## src/hdl/assert_macros.svh

```systemverilog
// Assertion macros used by the decoder core RTL.
`ifndef ASSERT_MACROS_SVH
`define ASSERT_MACROS_SVH

// Property checked at every clock edge outside reset.
`define ASSERT_RST(label, clk, rst_n, prop, msg) \
    label: assert property (@(posedge clk) disable iff (!rst_n) (prop)) \
        else $error(msg);

// Implication checked in the same cycle outside reset.
`define ASSERT_IMPL(label, clk, rst_n, ante, cons, msg) \
    label: assert property (@(posedge clk) disable iff (!rst_n) (ante) |-> (cons)) \
        else $error(msg);

`endif

```

## src/hdl/sfd_pkg.sv

```systemverilog
// Package: constants and result type of the septet serial frame decoder.
`default_nettype none

package sfd_pkg;

    localparam logic [7:0] SYNC_BYTE   = 8'hAA;
    localparam logic [6:0] PROTO_V1    = 7'h10;
    localparam logic [6:0] PROTO_V2    = 7'h20;
    localparam logic [6:0] CSUM_TARGET = 7'h7F;

    localparam logic [2:0] KIND_FRAME     = 3'd0;
    localparam logic [2:0] KIND_EMPTY     = 3'd1;
    localparam logic [2:0] KIND_DATAGRAM  = 3'd2;
    localparam logic [2:0] KIND_HDR_ERR   = 3'd3;
    localparam logic [2:0] KIND_FRAME_ERR = 3'd4;

    typedef struct packed {
        logic [2:0]  result_kind;
        logic [14:0] dest_addr;
        logic [14:0] source_addr;
        logic [6:0]  protocol_code;
        logic [14:0] command_code;
        logic [15:0] item_id;
        logic [31:0] data_value;
        logic [6:0]  frame_index;
        logic        last_frame;
    } t_result;

endpackage

`default_nettype wire

```

## src/hdl/sfd_parser.sv

```systemverilog
// Byte-level message parser: header and frame state, checksums, result decode.
`default_nettype none

module sfd_parser (
    input  wire logic            i_clk,
    input  wire logic            i_rst_n,
    input  wire logic            i_step,
    input  wire logic [7:0]      i_rx_byte,
    output logic                 o_emit,
    output sfd_pkg::t_result     o_result
);
    import sfd_pkg::*;

    localparam logic [1:0] MODE_IDLE = 2'd0;
    localparam logic [1:0] MODE_HDR  = 2'd1;
    localparam logic [1:0] MODE_FRM  = 2'd2;

    localparam int HDR_KEEP = 14;
    localparam int FRM_KEEP = 5;

    logic [1:0] r_mode, n_mode;
    logic [6:0] r_hdr [HDR_KEEP];
    logic [6:0] n_hdr [HDR_KEEP];
    logic [3:0] r_hdr_cnt, n_hdr_cnt;
    logic [6:0] r_hdr_sum, n_hdr_sum;
    logic [6:0] r_frm [FRM_KEEP];
    logic [6:0] n_frm [FRM_KEEP];
    logic [2:0] r_frm_cnt, n_frm_cnt;
    logic [6:0] r_frm_sum, n_frm_sum;
    logic [6:0] r_frames_total, n_frames_total;
    logic [6:0] r_frames_done, n_frames_done;

    logic [6:0]  w_data;
    logic [6:0]  w_hdr_sum_nx;
    logic [6:0]  w_frm_sum_nx;
    logic [6:0]  w_done_nx;
    logic        w_last;
    logic [15:0] w_dg_id;
    logic [31:0] w_dg_value;
    logic [31:0] w_frm_value;

    assign w_data       = i_rx_byte[6:0];
    assign w_hdr_sum_nx = r_hdr_sum + w_data;
    assign w_frm_sum_nx = r_frm_sum + w_data;
    assign w_done_nx    = r_frames_done + 7'd1;
    assign w_last       = (w_done_nx >= r_frames_total);

    assign w_dg_id    = {r_hdr[13][1], r_hdr[8], r_hdr[13][0], r_hdr[7]};
    assign w_dg_value = {r_hdr[13][5], r_hdr[12], r_hdr[13][4], r_hdr[11],
                         r_hdr[13][3], r_hdr[10], r_hdr[13][2], r_hdr[9]};
    assign w_frm_value = {r_frm[4][3], r_frm[3], r_frm[4][2], r_frm[2],
                          r_frm[4][1], r_frm[1], r_frm[4][0], r_frm[0]};

    always_comb begin
        n_mode         = r_mode;
        n_hdr          = r_hdr;
        n_hdr_cnt      = r_hdr_cnt;
        n_hdr_sum      = r_hdr_sum;
        n_frm          = r_frm;
        n_frm_cnt      = r_frm_cnt;
        n_frm_sum      = r_frm_sum;
        n_frames_total = r_frames_total;
        n_frames_done  = r_frames_done;

        o_emit                 = 1'b0;
        o_result.result_kind   = KIND_FRAME;
        o_result.dest_addr     = {r_hdr[1], 1'b0, r_hdr[0]};
        o_result.source_addr   = {r_hdr[3], 1'b0, r_hdr[2]};
        o_result.protocol_code = r_hdr[4];
        o_result.command_code  = {r_hdr[6], 1'b0, r_hdr[5]};
        o_result.item_id       = '0;
        o_result.data_value    = '0;
        o_result.frame_index   = '0;
        o_result.last_frame    = 1'b0;

        if (i_step) begin
            if (i_rx_byte == SYNC_BYTE) begin
                n_mode    = MODE_HDR;
                n_hdr_cnt = '0;
                n_hdr_sum = '0;
            end else if (i_rx_byte[7]) begin
                n_mode = MODE_IDLE;
            end else begin
                unique case (r_mode)
                    MODE_HDR: begin
                        if (r_hdr_cnt != 4'd15) begin
                            if (r_hdr_cnt < 4'(HDR_KEEP)) begin
                                n_hdr[r_hdr_cnt] = w_data;
                            end
                            n_hdr_cnt = r_hdr_cnt + 4'd1;
                            n_hdr_sum = w_hdr_sum_nx;
                            if (r_hdr_cnt == 4'd14 && r_hdr[4] == PROTO_V2) begin
                                n_mode = MODE_IDLE;
                                o_emit = 1'b1;
                                if (w_hdr_sum_nx == CSUM_TARGET) begin
                                    o_result.result_kind = KIND_DATAGRAM;
                                    o_result.item_id     = w_dg_id;
                                    o_result.data_value  = w_dg_value;
                                end else begin
                                    o_result.result_kind = KIND_HDR_ERR;
                                end
                            end else if (r_hdr_cnt == 4'd8 && r_hdr[4] == PROTO_V1) begin
                                if (w_hdr_sum_nx != CSUM_TARGET) begin
                                    n_mode               = MODE_IDLE;
                                    o_emit               = 1'b1;
                                    o_result.result_kind = KIND_HDR_ERR;
                                end else if (r_hdr[7] != 7'd0) begin
                                    n_mode         = MODE_FRM;
                                    n_frames_total = r_hdr[7];
                                    n_frames_done  = '0;
                                    n_frm_cnt      = '0;
                                    n_frm_sum      = '0;
                                end else begin
                                    n_mode               = MODE_IDLE;
                                    o_emit               = 1'b1;
                                    o_result.result_kind = KIND_EMPTY;
                                end
                            end
                        end
                    end
                    MODE_FRM: begin
                        if (r_frm_cnt == 3'(FRM_KEEP)) begin
                            n_frm_cnt = '0;
                            n_frm_sum = '0;
                            o_emit    = 1'b1;
                            o_result.frame_index = r_frames_done;
                            if (w_frm_sum_nx == CSUM_TARGET) begin
                                n_frames_done        = w_done_nx;
                                o_result.result_kind = KIND_FRAME;
                                o_result.data_value  = w_frm_value;
                                o_result.last_frame  = w_last;
                                if (w_last) begin
                                    n_mode = MODE_IDLE;
                                end
                            end else begin
                                o_result.result_kind = KIND_FRAME_ERR;
                            end
                        end else begin
                            n_frm[r_frm_cnt] = w_data;
                            n_frm_cnt        = r_frm_cnt + 3'd1;
                            n_frm_sum        = w_frm_sum_nx;
                        end
                    end
                    default: begin
                    end
                endcase
            end
        end
    end

    always_ff @(posedge i_clk) begin
        if (!i_rst_n) begin
            r_mode         <= MODE_IDLE;
            r_hdr_cnt      <= '0;
            r_hdr_sum      <= '0;
            r_frm_cnt      <= '0;
            r_frm_sum      <= '0;
            r_frames_total <= '0;
            r_frames_done  <= '0;
        end else begin
            r_mode         <= n_mode;
            r_hdr_cnt      <= n_hdr_cnt;
            r_hdr_sum      <= n_hdr_sum;
            r_frm_cnt      <= n_frm_cnt;
            r_frm_sum      <= n_frm_sum;
            r_frames_total <= n_frames_total;
            r_frames_done  <= n_frames_done;
        end
    end

    always_ff @(posedge i_clk) begin
        r_hdr <= n_hdr;
        r_frm <= n_frm;
    end

endmodule

`default_nettype wire

```

## src/hdl/septet_serial_frame_decoder_core.sv

```systemverilog
// Septet serial frame decoder: byte input stage, parser and result register.
//
// Input channel: one received serial byte per transaction on i_rx_byte,
// i_valid / o_stall. Byte 0xAA starts a message, any other byte with bit 7
// set aborts it. Output channel: one decoded result per transaction,
// o_valid / i_stall; a message byte yields zero or one result.
// Path: the byte is registered in the input register, and the parser decodes
// it straight into the result register, which drives o_valid.
// Throughput: one byte per cycle while the receiver does not stall with a
// result held; the parser handles each byte with running 7-bit checksums.
// While the receiver stalls with a result held, the parser pauses: a byte
// waiting in the input register is not decoded, whether it would yield a
// result or not, and o_stall stays high until the held result is taken.
// Reset (synchronous, active low) returns the parser to idle, waiting for a
// sync byte, and empties both registers.
`default_nettype none
`include "assert_macros.svh"

module septet_serial_frame_decoder_core (
    input  wire logic        i_clk,
    input  wire logic        i_rst_n,
    input  wire logic        i_valid,
    output logic             o_stall,
    input  wire logic [7:0]  i_rx_byte,
    output logic             o_valid,
    input  wire logic        i_stall,
    output logic [2:0]       o_result_kind,
    output logic [14:0]      o_dest_addr,
    output logic [14:0]      o_source_addr,
    output logic [6:0]       o_protocol_code,
    output logic [14:0]      o_command_code,
    output logic [15:0]      o_item_id,
    output logic [31:0]      o_data_value,
    output logic [6:0]       o_frame_index,
    output logic             o_last_frame
);
    import sfd_pkg::*;

    logic       r_in_valid, n_in_valid;
    logic [7:0] r_in_byte;
    logic       r_out_valid, n_out_valid;
    t_result    r_out;
    t_result    w_result;
    logic       w_emit;
    logic       w_fire;
    logic       w_in_take;

    assign w_fire    = r_in_valid && (!r_out_valid || !i_stall);
    assign o_stall   = r_in_valid && !w_fire;
    assign w_in_take = i_valid && !o_stall;

    sfd_parser u_parser (
        .i_clk     (i_clk),
        .i_rst_n   (i_rst_n),
        .i_step    (w_fire),
        .i_rx_byte (r_in_byte),
        .o_emit    (w_emit),
        .o_result  (w_result)
    );

    always_comb begin
        n_in_valid = r_in_valid;
        if (w_in_take) begin
            n_in_valid = 1'b1;
        end else if (w_fire) begin
            n_in_valid = 1'b0;
        end
        n_out_valid = r_out_valid;
        if (w_fire) begin
            n_out_valid = w_emit;
        end else if (!i_stall) begin
            n_out_valid = 1'b0;
        end
    end

    always_ff @(posedge i_clk) begin
        if (!i_rst_n) begin
            r_in_valid  <= 1'b0;
            r_out_valid <= 1'b0;
        end else begin
            r_in_valid  <= n_in_valid;
            r_out_valid <= n_out_valid;
        end
    end

    always_ff @(posedge i_clk) begin
        if (w_in_take) begin
            r_in_byte <= i_rx_byte;
        end
        if (w_fire && w_emit) begin
            r_out <= w_result;
        end
    end

    assign o_valid         = r_out_valid;
    assign o_result_kind   = r_out.result_kind;
    assign o_dest_addr     = r_out.dest_addr;
    assign o_source_addr   = r_out.source_addr;
    assign o_protocol_code = r_out.protocol_code;
    assign o_command_code  = r_out.command_code;
    assign o_item_id       = r_out.item_id;
    assign o_data_value    = r_out.data_value;
    assign o_frame_index   = r_out.frame_index;
    assign o_last_frame    = r_out.last_frame;

    `ASSERT_RST(a_byte_kept, i_clk, i_rst_n, r_in_valid && !w_fire |=> r_in_valid,
        "pending byte lost")
    `ASSERT_IMPL(a_kind_range, i_clk, i_rst_n, o_valid,
        o_result_kind <= KIND_FRAME_ERR, "bad result kind")
    `ASSERT_IMPL(a_last_is_frame, i_clk, i_rst_n, o_valid && o_last_frame,
        o_result_kind == KIND_FRAME, "last flag on non-frame result")
    `ASSERT_IMPL(a_id_only_v2, i_clk, i_rst_n, o_valid && o_result_kind != KIND_DATAGRAM,
        o_item_id == 16'd0, "item id outside datagram")

endmodule

`default_nettype wire
```

## config.mk

```make
export PLATFORM = sky130hd
export DESIGN_NAME = septet_serial_frame_decoder_core
export DESIGN_NICKNAME = d
export VERILOG_FILES = /design/src/hdl/sfd_pkg.sv /design/src/hdl/sfd_parser.sv /design/src/hdl/septet_serial_frame_decoder_core.sv
export VERILOG_INCLUDE_DIRS = /design/src /design/src/hdl
export SDC_FILE = /design/constraint.sdc
export NUM_CORES = 1
export LEC_CHECK = 0
export ABC_AREA = 0
export ABC_CLOCK_PERIOD_IN_PS = 5750
export BUFFER_PORTS_ARGS = -buffer_cell sky130_fd_sc_hd__buf_2
export CORE_MARGIN = 8
export CORE_UTILIZATION = 50
export DETAILED_ROUTE_END_ITERATION = 16
export PLACE_DENSITY = 0.75
export SETUP_SLACK_MARGIN = 0.5
export SYNTH_ARGS = -nofsm -noshare
export SYNTH_HDL_FRONTEND = slang
export SYNTH_SLANG_ARGS = --single-unit
export TNS_END_PERCENT = 10
```

## constraint.sdc

```tcl
create_clock -name i_clk -period 5.75 [get_ports i_clk]
set_input_delay 0.575 -clock i_clk [delete_from_list [all_inputs] [get_ports i_clk]]
set_output_delay 0.575 -clock i_clk [all_outputs]
set_load 0.01 [all_outputs]
```

# After elaboration in Yosys (flattened, before gate mapping)
# Cells that the tools add are included.
[word_totals]
register_bits = 288
out_inout_bits = 113
[classes]
n_addsub = 5
order_cmp = 6
n_eq_ne = 26
mux = 72
bitwise_logic = 13
n_reduce_logical = 30
[op_table]
columns = ["op", "count"]
rows = [
  ["$mux W32", 4],
  ["$bwmux W98", 1],
  ["$mux W7", 14],
  ["$pmux W32 S2", 1],
  ["$mux W40", 1],
  ["$mux W3", 12],
  ["$bwmux W35", 1],
  ["$demux W7 S4", 1],
  ["$pmux W7 S2", 2],
  ["$demux W7 S3", 1],
  ["$mux W2", 10],
  ["$reduce_and A9 Y1", 2],
  ["$mux W1", 16],
  ["$mux W4", 4],
  ["$ne A4 B2 Y1 const B", 4],
  ["$add A7 B7 Y7", 2],
  ["$eq A7 B7 Y1 const B", 2],
  ["$ne A2 B1 Y1 const B", 7],
  ["$pmux W3 S2", 2],
  ["$not A1 Y1", 11],
  ["$reduce_and A11 Y1", 1],
  ["$eq A4 B4 Y1 const B", 2],
  ["$eq A8 B8 Y1 const B", 1],
  ["$logic_and A1 B1 Y1", 8],
  ["35 further kinds", 42],
]

# Logic depth before layout (Yosys ltp)
[logic_depth]
word_depth = 11
ltp_mapped = 13
depth_no_buf = 10

# Hierarchy
# Synthesis repeated with hierarchy kept, for this count alone.
[hier_totals]
cells_unflattened = 759
area_unflattened_um2 = 11459.7
[by_module_without_submodules]
columns = ["mod", "instances", "cells_per_inst", "area_per_inst_um2", "seq_area_each_um2"]
rows = [
  ["sfd_parser", 1, 630, 7795.0, 4614.4],
  ["septet_serial_frame_decoder_core", 1, 129, 3664.8, 3613.5],
]

# Least setup slack after synthesis
# No wires, ideal clock.
[synth_path]
path_kind = "register -> register"
startpoint = "reg r_in_byte[0]"
endpoint = "reg r_out, in the netlist o_command_code[0] (enable)"
setup_ns = 0.421
t_arrival_ns = 3.528
t_required_ns = 5.329
setup_slack_ns = 1.801
stages_incl_launch_ff = 10
n_path_buf = 0
period_less_slack_ns = 3.949
path_cell_list = "edfxtp_1 ha_1 inv_1 fa_1 nor2b_1 o221ai_1 o21ai_0 nor3b_2 a31oi_1 or2_2"
[synth_between]
elab_chain_cells = 11
elab_cells_between_ends = 12
cone_classes = "1 x add/sub; 2 x eq/ne; 8 x mux; 1 x reduce/logical"
[synth_lines]
columns = ["element", "line", "source"]
rows = [
  ["start, declared", "septet_serial_frame_decoder_core.sv:40", "logic [7:0] r_in_byte;"],
  ["start signal, assigned", "septet_serial_frame_decoder_core.sv:88", "r_in_byte <= i_rx_byte;"],
  ["$add A7 B7 Y7", "sfd_parser.sv:43", "assign w_hdr_sum_nx = r_hdr_sum + w_data;"],
  ["$ne A7 B7 Y1", "sfd_parser.sv:103", "if (w_hdr_sum_nx != CSUM_TARGET) begin"],
  ["$mux W1", "sfd_parser.sv:103", ""],
  ["$mux W1", "sfd_parser.sv:102", "end else if (r_hdr_cnt == 4'd8 && r_hdr[4] == PROTO_V1) begin"],
  ["$mux W1", "sfd_parser.sv:92", "if (r_hdr_cnt == 4'd14 && r_hdr[4] == PROTO_V2) begin"],
  ["$mux W1", "sfd_parser.sv:86", "if (r_hdr_cnt != 4'd15) begin"],
  ["$pmux W1 S2", "sfd_parser.sv:84", "unique case (r_mode)"],
  ["$mux W1", "sfd_parser.sv:81", "end else if (i_rx_byte[7]) begin"],
  ["$mux W1 *", "sfd_parser.sv:77", "if (i_rx_byte == SYNC_BYTE) begin"],
  ["$mux W1 *", "sfd_parser.sv:76", "if (i_step) begin"],
  ["$logic_and A1 B1 Y1 *", "septet_serial_frame_decoder_core.sv:90", "if (w_fire && w_emit) begin"],
  ["end signal, assigned", "septet_serial_frame_decoder_core.sv:91", "r_out <= w_result;"],
  ["end, declared", "septet_serial_frame_decoder_core.sv:42", "t_result r_out;"],
]
# Every way passes the cells marked *; elsewhere a longest branch is shown, timed or not.
# A chain may end at the register's enable or synchronous reset.

# Final worst setup path
[layout_path]
startpoint = "reg r_in_byte[0]"
endpoint = "reg r_out, in the netlist o_item_id[3] (enable)"
# Same word-level chain as after synthesis.

==> results.toml <==
[yosys]
syn_area_um2 = 10900
ys_ff_latch = 284
synth_largest_area_cell = "edfxtp_1"
synth-edff-count = 245
synth.lib_cells_used.distinct = 67
ys_async_sr_fraction_pct = 0
yosysSeqAreaShare_pct = 74.5
syn_area_per_cell_um2 = 15.9
postSynth.topFlopCell = "edfxtp_1"
synth_top_area_share_pct = 67.3
dominant_cells_by_area_after_synthesis = "edfxtp_1, dfxtp_1, ha_1"
yosysWarningCount = 0
synthCells = 687

[setup_path]
worstSetupStartpointType = "flop"
cp_data_required_time_ns = 5.94
reg2reg_to = "o_item_id[3]$_SDFFCE_PP0P_"
critPathCaptureType = "flop"
worstSetupPathType = "reg2reg"
largest_fanout_of_any_net_on_the_critical_path = 64
length_in_cells_of_the_worst_reg_to_reg_path = 10
crit_arrival_ns = 4.45
startpoint_of_the_lowest_slack_register_to_register_path = "r_in_byte[0]$_DFFE_PP_"
reg2reg_setup_slack_ns = 1.49

[power]
leakage_nw = 4.17
ir_drop_v = 0.000200
power_density_nw_per_um2 = 313
fin_total_pwr_mw = 3.98

[hold_path]
hold_depth = 1
worstHoldEndpoint = "r_in_byte[6]$_DFFE_PP_"
worst_hold_path_type = "in2reg"
min_from = "i_rx_byte[6]"

[run_status]
result_of_the_run = "completed"

[sta]
post-route-period-util_pct = 74.0
report.final.hold_viol_count = 0
fin_crit_ns = 4.26
final.hold.worst_slack_ns = 0.229
worst-slew-pin-transition_ns = 1.00
timing.slew.headroom_pct = 33.1
final_max_slew_viol_count = 0
fmax_mhz = 235
finClkSkew_ns = 0.00918
unrepaired_setup_endpoints_after_global_routing = "no"
worst_slack_ns = 1.49
setup_viol = 0
tns_ns = 0

[route]
via_to_cell_ratio = 5.39
detail_route.wirelength_um = 21700
drcViolationCount = 0
ant_nets = 0
detailedRoute.firstIterationViolations = 407
first_pass_iters = 5
routed_wire_length_per_instance_um = 19.3
dr_total_vias = 6062

[clock_tree]
ctsHtreeMaxLevel = 1
cts_made_buffers = 26
clk_path_buf_depth = 3
reg_clk_slew_reported_paths_ns = 0.06
ctsHoldBuffers = 0
worstSkewPairLatency_ns = 0.52
tritoncts = "done"
clk_root_buffer_cell = "clkbuf_16"
tritoncts_num_sinks = 284
post_cts.resized_instances = 0
cts_setup_buffers = 0

[cells_and_area]
num-nets-final = 865
mostFrequentLayoutCells = "edfxtp_1, buf_2, and2_1, dfxtp_1, nand2_1"
synthToLayoutAreaGrowth_pct = 16.5
finish.utilization_pct = 58.9
layout_commonest_cell = "edfxtp_1"
drive_gt1_share_pct = 23.1
antennaDiodeCount = 0
num-fill-cells = 1621

[floorplan]
placeableCoreArea_um2 = 21600
die_height_um = 164
initial_core_util_pct = 50.5
dieArea_um2 = 26800
placementRows = 54
die_width_um = 164
ios = 125

[global_route]
grt.total_usage_pct = 15.8
grt_pass1_wl_um = 33300
grt_start_max_net_pins = 65
grt_antenna_before_repair = 1
vias_in_the_first_global_route = 6005
overflow = 0

[place]
routabilityCongestion = 0.824
place_ws_ns = 1.47
place_hpwl_um = 14300
place.port_buffers = 121

[run]
drv.max_cap_violation_count = 0
[final cells by class]
| type | count | area, µm² | share of cell area [%] |
|---|---|---|---|
| tap | 280 | 350 | 2.75 |
| multi-input combinational | 358 | 2610 | 20.5 |
| sequential | 284 | 8140 | 63.9 |
| inverter | 20 | 75.1 | 0.590 |
| timing repair buffer | 135 | 711 | 5.58 |
| clock buffer | 38 | 757 | 5.95 |
| clock inverter | 10 | 88.8 | 0.698 |
[state kept, by name, summed over array words and instances (netlist names), 14 cells and up]
register	cells
o_command_code	14
o_data_value	32
o_dest_addr	14
o_item_id	16
o_source_addr	14
u_parser.o_result	49
u_parser.r_frm	32
u_parser.r_hdr	48
[worst max path at each step]
stage | from | end | slack [ns] | depth (start not counted)
final | r_in_byte[0]$_DFFE_PP_ | o_item_id[3]$_SDFFCE_PP0P_ | 1.49 | 10
after global routing | r_in_byte[0]$_DFFE_PP_ | o_item_id[6]$_SDFFCE_PP0P_ | 1.19 | 10
after CTS | r_in_byte[0]$_DFFE_PP_ | o_item_id[3]$_SDFFCE_PP0P_ | 1.44 | 10
after detailed placement | r_in_byte[0]$_DFFE_PP_ | o_frame_index[6]$_SDFFCE_PP0P_ | 1.47 | 10
after global placement | r_in_byte[0]$_DFFE_PP_ | o_frame_index[5]$_SDFFCE_PP0P_ | 1.63 | 10
after floorplan | r_in_byte[0]$_DFFE_PP_ | o_command_code[0]$_DFFE_PP_ | 1.80 | 9
[Yosys cell counts, types with 5 or more instances]
library cell and n:
ha_1 26, a22o_1 32, inv_1 20, a21boi_0 6
and2_1 39, nand3b_1 6, dfxtp_1 39, xor2_1 5
a21oi_1 14, o21ai_0 10, nand2b_1 5, nor2b_1 24
mux2i_1 16, buf_2 7, nor3b_1 8, nand2_1 33
nor2_1 24, or3_1 6, or2_2 5, nor4_1 6
clkbuf_1 17, xnor2_1 7, nand3_1 11, a211oi_1 5
nor3_1 8, edfxtp_1 245
[cells by family after synthesis]
family                   after synthesis  share of synthesized area, %
flip-flops                           284                          74.5
AND/OR/NAND/NOR                      203                          10.9
AO/OA/AOI/OAI                         96                          7.03
buffers and inverters                 47                          1.80
adder cells (fa/ha/maj)               28                          3.34
multiplexers                          16                          1.47
XOR/XNOR                              12                         0.962
other                                  1                        0.0343
[routing by layer]
metal | track usage [%] | wire length [µm] | vias to the layer above | part of all wire, %
met4 | 4.79 | 459 | 0 | 2.1
met3 | 3.08 | 1580 | 31 | 7.3
li1 | - | - | 2877 | -
met2 | 26.8 | 10400 | 204 | 48
met5 | 0 | 0 | - | 0
met1 | 20.2 | 9300 | 2950 | 43
[through the flow]
step                      cells  cell area (µm²)
after floorplan             689            10900
after global placement     1077            11900
after detailed placement   1077            11900
after CTS                  1125            12700
after global routing       1125            12700
final                      1125            12700
[worst max-delay path: stages (launching register included)]
cell      delay [ns]
edfxtp_1        0.94
ha_1            0.30
inv_1           0.07
fa_1            0.42
nor2b_1         0.16
o221ai_1        0.17
o21ai_0         0.29
nor3b_2         0.12
a31oi_1         0.23
or2_4           0.71
buf_4           0.46
[where the power goes]
group | switching [mW] | internal, mW | total (mW)
sequential | 0.0187 | 2.23 | 2.25
clock | 0.727 | 0.928 | 1.66
combinational | 0.0462 | 0.0238 | 0.0699
No activity file was read; power rests on OpenSTA's default activity.
